`config.mk`:
```
export PLATFORM = sky130hd
export DESIGN_NAME = q2r_div_stage
export DESIGN_NICKNAME = d
export VERILOG_FILES = /design/src/hdl/q2r_pkg.sv /design/src/hdl/q2r_div_stage.sv
export SDC_FILE = /design/constraint.sdc
export NUM_CORES = 2
export LEC_CHECK = 0
export ABC_AREA = 1
export BUFFER_PORTS_ARGS = -buffer_cell sky130_fd_sc_hd__buf_2
export CELL_PAD_IN_SITES_DETAIL_PLACEMENT = 0
export CELL_PAD_IN_SITES_GLOBAL_PLACEMENT = 1
export CORE_AREA = 3 3 481 483
export DETAILED_ROUTE_END_ITERATION = 8
export DIE_AREA = 0 0 484 486
export GPL_TIMING_DRIVEN = 0
export PLACE_DENSITY = 0.6
export SLEW_MARGIN = 15
export SYNTH_ARGS = -nofsm -noshare
export SYNTH_HDL_FRONTEND = slang
export SYNTH_SLANG_ARGS = --single-unit
```
`constraint.sdc`:
```
create_clock -name clk -period 3.9 [get_ports clk]
set_input_delay 0 -clock clk [delete_from_list [all_inputs] [get_ports clk]]
set_output_delay 0 -clock clk [all_outputs]
set_load 0.01 [all_outputs]
```
`src/hdl/q2r_pkg.sv`:
```
// Shared types and constants for the quaternion to rotation matrix block.
// No dependencies; used by q2r_div_stage and quaternion_to_rotation_matrix.
`timescale 1ns / 1ps

package q2r_pkg;

  localparam int QW     = 16;          // field width
  localparam int Q_ONE  = 16384;       // 1.0 in Q1.14
  localparam int NW     = 33;          // norm w^2+x^2+y^2+z^2, up to 2^32
  localparam int DW     = NW + 1;      // divisor 2N
  localparam int QB     = 15;          // quotient bits, 0..16384
  localparam int RW     = NW + QB + 1; // dividend mag*2^15 + N
  localparam int N_ENT  = 9;           // matrix entries

  typedef struct packed {
    logic signed [QW-1:0] quat_w;
    logic signed [QW-1:0] quat_x;
    logic signed [QW-1:0] quat_y;
    logic signed [QW-1:0] quat_z;
  } in_t;

  typedef struct packed {
    logic signed [QW-1:0] r00;
    logic signed [QW-1:0] r01;
    logic signed [QW-1:0] r02;
    logic signed [QW-1:0] r10;
    logic signed [QW-1:0] r11;
    logic signed [QW-1:0] r12;
    logic signed [QW-1:0] r20;
    logic signed [QW-1:0] r21;
    logic signed [QW-1:0] r22;
    logic                 zero_quat;
  } out_t;

  // state carried through the divider pipeline
  typedef struct packed {
    logic                        vld;
    logic                        zero;
    logic [N_ENT-1:0]            neg;
    logic [N_ENT-1:0][RW-1:0]    rem;
    logic [N_ENT-1:0][QB-1:0]    quo;
    logic [DW-1:0]               den;
  } div_t;

endpackage

```
`src/hdl/q2r_div_stage.sv`:
```
// One restoring-division stage: resolves quotient bit SHIFT for all nine lanes.
// Depends on q2r_pkg.
`timescale 1ns / 1ps

module q2r_div_stage import q2r_pkg::*; #(
  parameter int SHIFT = 0
) (
  input  logic clk,
  input  logic rst_n,
  input  div_t d_in,
  output div_t d_out
);

  div_t         d_nxt;
  div_t         d_r;
  logic [RW-1:0] dsh;
  logic [RW:0]   trial [N_ENT];

  always_comb begin
    d_nxt = d_in;
    dsh   = RW'(d_in.den) << SHIFT;
    for (int i = 0; i < N_ENT; i++) begin
      trial[i] = {1'b0, d_in.rem[i]} - {1'b0, dsh};
      if (!trial[i][RW]) begin
        d_nxt.rem[i]        = trial[i][RW-1:0];
        d_nxt.quo[i][SHIFT] = 1'b1;
      end
    end
  end

  always_ff @(posedge clk) begin
    if (!rst_n) begin
      d_r <= '0;
    end else begin
      d_r <= d_nxt;
    end
  end

  assign d_out = d_r;

endmodule

```
==> results.json <==
{
  "powerDensity_mw_per_mm2": 314,
  "via_per_inst": 4.47,
  "core_area_sq_mm": 0.227,
  "worstHoldStart": "d_in[21]",
  "max_freq_mhz": 270,
  "status": "completed",
  "crit_required_ns": 4.55,
  "final_nets": 12900,
  "via_count": 67500,
  "postLayoutCellArea_sq_mm": 0.0765,
  "whs_ns": 0.0753,
  "cp-end-kind": "flip-flop",
  "grt_pass1_vias": 65600,
  "gp_congestion": 0.994,
  "cp.arrival_ns": 4.36,
  "ios": 1244,
  "first_pass_iters": 9,
  "clock_sinks": 621,
  "cts_root_buf": "clkbuf_16",
  "whs_endpoint": "d_out[21]",
  "numCtsBuffers": 79,
  "power_mw": 24.1,
  "synthCells": 9758,
  "grt_overflow": 0,
  "cts_tree": "done",
  "drtIter0Drc": 4952,
  "start_util_pct": 23.8,
  "power_leakage_nw": 43.8,
  "slew_headroom_pct": 22.4,
  "worst_pin_slew_ns": 1.16,
  "hold_path_class": "primary input to flip-flop",
  "setup_violations": 0,
  "route.detailed.wl_per_inst_microns": 23.0,
  "antenna_found_initial": 89,
  "die-area_sq_mm": 0.235,
  "cts_buffer_depth": 3,
  "yosysUniqueCellTypes": 35,
  "syn_area_sq_mm": 0.0541,
  "die_h_microns": 486,
  "start_kind": "primary input",
  "peakVddDrop_mv": 0.366,
  "grt_usage_pct": 28.4,
  "portBuffers": 1242,
  "grt_max_degree": 13,
  "min_period_over_period_pct": 95.0,
  "placed_cell_area_sq_mm": 0.0649,
  "dp.final_hpwl_mm": 297,
  "final_layout_size_suffix_gt1_share_pct": 14.0,
  "hold_viol_final": 0,
  "rows": 175,
  "min_path_cells": 4,
  "largest_reg_flops": 621,
  "path_max_fanout": 5,
  "yosysWarnings": 0,
  "grt_pass1_wl_mm": 480,
  "path_clk_slew_ns": 0.06,
  "die_w_microns": 484,
  "post-route-min-period_ns": 3.71,
  "synth-seq-cells": 621,
  "syn-num-nets": 10700,
  "areaGrowthSynthToFinish_pct": 41.4,
  "cts_setup_buffers": 0,
  "avgSynthCellArea_sq_um": 5.55,
  "rsz0062_at_grt": "false",
  "critPathKind": "primary input to flip-flop",
  "place_inst": 14000,
  "wirelength_mm": 348,
  "drc": 0,
  "htree_levels": 3,
  "drv_cap": 0,
  "ys_seq_area_share_pct": 23.0,
  "slew_violations": 0,
  "postRouteAntennaNets": 0,
  "instances_no_fill": 15100
}
cell families after synthesis:
family | share of synthesized area, %
adder cells (fa/ha/maj) | 7.41
AO/OA/AOI/OAI | 6.06
buffers and inverters | 15.4
AND/OR/NAND/NOR | 44.9
XOR/XNOR | 3.35
flip-flops | 23.0
layer usage:
metal / vias up / routed length (microns) / share of wire, % / GRT usage, %
met1: 31000 / 150000 / 43 / 35.7
met5: - / 45 / 0.013 / 0
met4: 8 / 18600 / 5.4 / 12.8
met2: 2331 / 161000 / 46 / 48.5
li1: 33600 / - / - / -
met3: 521 / 18400 / 5.3 / 3.49
cell type report:
| cell class | count | area, sq um |
|---|---|---|
| fillers | 25700 | 151000 |
| multi-input cells | 7045 | 33400 |
| repair buffers | 2152 | 15700 |
| flip-flops and latches | 621 | 12400 |
| inverters | 1952 | 7370 |
| well taps | 3009 | 3760 |
| clock buffers | 104 | 2200 |
| plain buffers | 140 | 1000 |
| clock inverters | 36 | 536 |
| diodes | 42 | 105 |
metrics by stage:
step | setup slack [ns] | utilization (%) | TNS (ns)
detailed placement | 0.234 | 28.5 | 0
CTS | 0.0672 | 33.6 | 0
global route | 0.00518 | 33.6 | 0
global placement | -1.64 | 28.2 | -31.35
floorplan | 1.93 | - | 0
finish | 0.195 | 33.7 | 0
critical path: stages:
cell and delay (ns):
dlygate4sd3_1 0.53, buf_2 0.13, inv_2 0.40, buf_12 0.25
ha_1 0.41, nand2_1 0.20, nor2_1 0.16, inv_1 0.07
nor2_1 0.18, nand3_1 0.20, nor2_1 0.14, nand2_1 0.14
nand3_1 0.12, nand2_1 0.05, dlygate4sd3_1 0.55, nand2_1 0.06
dlygate4sd3_1 0.56, nand2_1 0.06, nor2_1 0.08
synth_stat cells, drive strengths merged:
library cell,count,share of area [%]
and2,13,0.15
o21a,7,0.097
dfxtp,621,23
clkbuf,65,0.45
fa,9,0.33
nor3,32,0.31
ha,306,7.1
a21boi,8,0.11
or2,10,0.12
xor2,198,3.2
nand3b,41,0.57
buf,75,1.4
nor4,1,0.012
nand2,3722,26
o21bai,303,4.2
o21ai,20,0.18
inv,1939,13
clkinv,13,0.090
nand4,120,1.4
xnor2,9,0.15
nor2,1671,12
a21oi,151,1.5
nand3,424,4.2
layout by cell type, fill, tap and decap left out, drive strengths merged:
cell,Yosys,routed
o21a,7,7
nand3,424,424
bufinv,0,8
ha,306,306
o21ai,20,20
inv,1939,1951
a21boi,8,8
nor4,1,1
clkbuf,65,169
nor3,32,32
nor2,1671,1671
a21oi,151,151
or2,10,10
and2,13,13
o21bai,303,303
fa,9,9
xnor2,9,9
xor2,198,198
dlygate4sd3,0,878
nand3b,41,41
clkinvlp,0,5
nand2,3722,3722
clkinv,13,24
nand4,120,120
dfxtp,621,621
diode,0,42
buf,75,1349
worst max path at each step:
stage	slack (ns)	end	start
2_1_floorplan	1.93	d_out[109]	d_in[1]
6_report	0.19	d_out[360]	d_in[29]
3_3_place_gp	-1.64	d_out[413]	rst_n
4_1_cts	0.07	d_out[509]	d_in[20]
5_1_grt	0.005	d_out[509]	d_in[28]
3_5_place_dp	0.23	d_out[64]	d_in[7]
repair_timing:
item	in CTS	in global routing
setup endpoints to repair	0	2
resized for setup	0	36
hold buffers	878	0
endpoints found under the hold margin	621	0
power breakdown:
part | switching, mW | internal, mW | leakage, nW | total [mW]
clock | 3.38 | 4.57 | 1.33 | 7.95
sequential | 0.298 | 6.96 | 5.17 | 7.26
combinational | 5.79 | 3.06 | 37.3 | 8.85
Note: power is estimated with default switching activity, not from simulation.
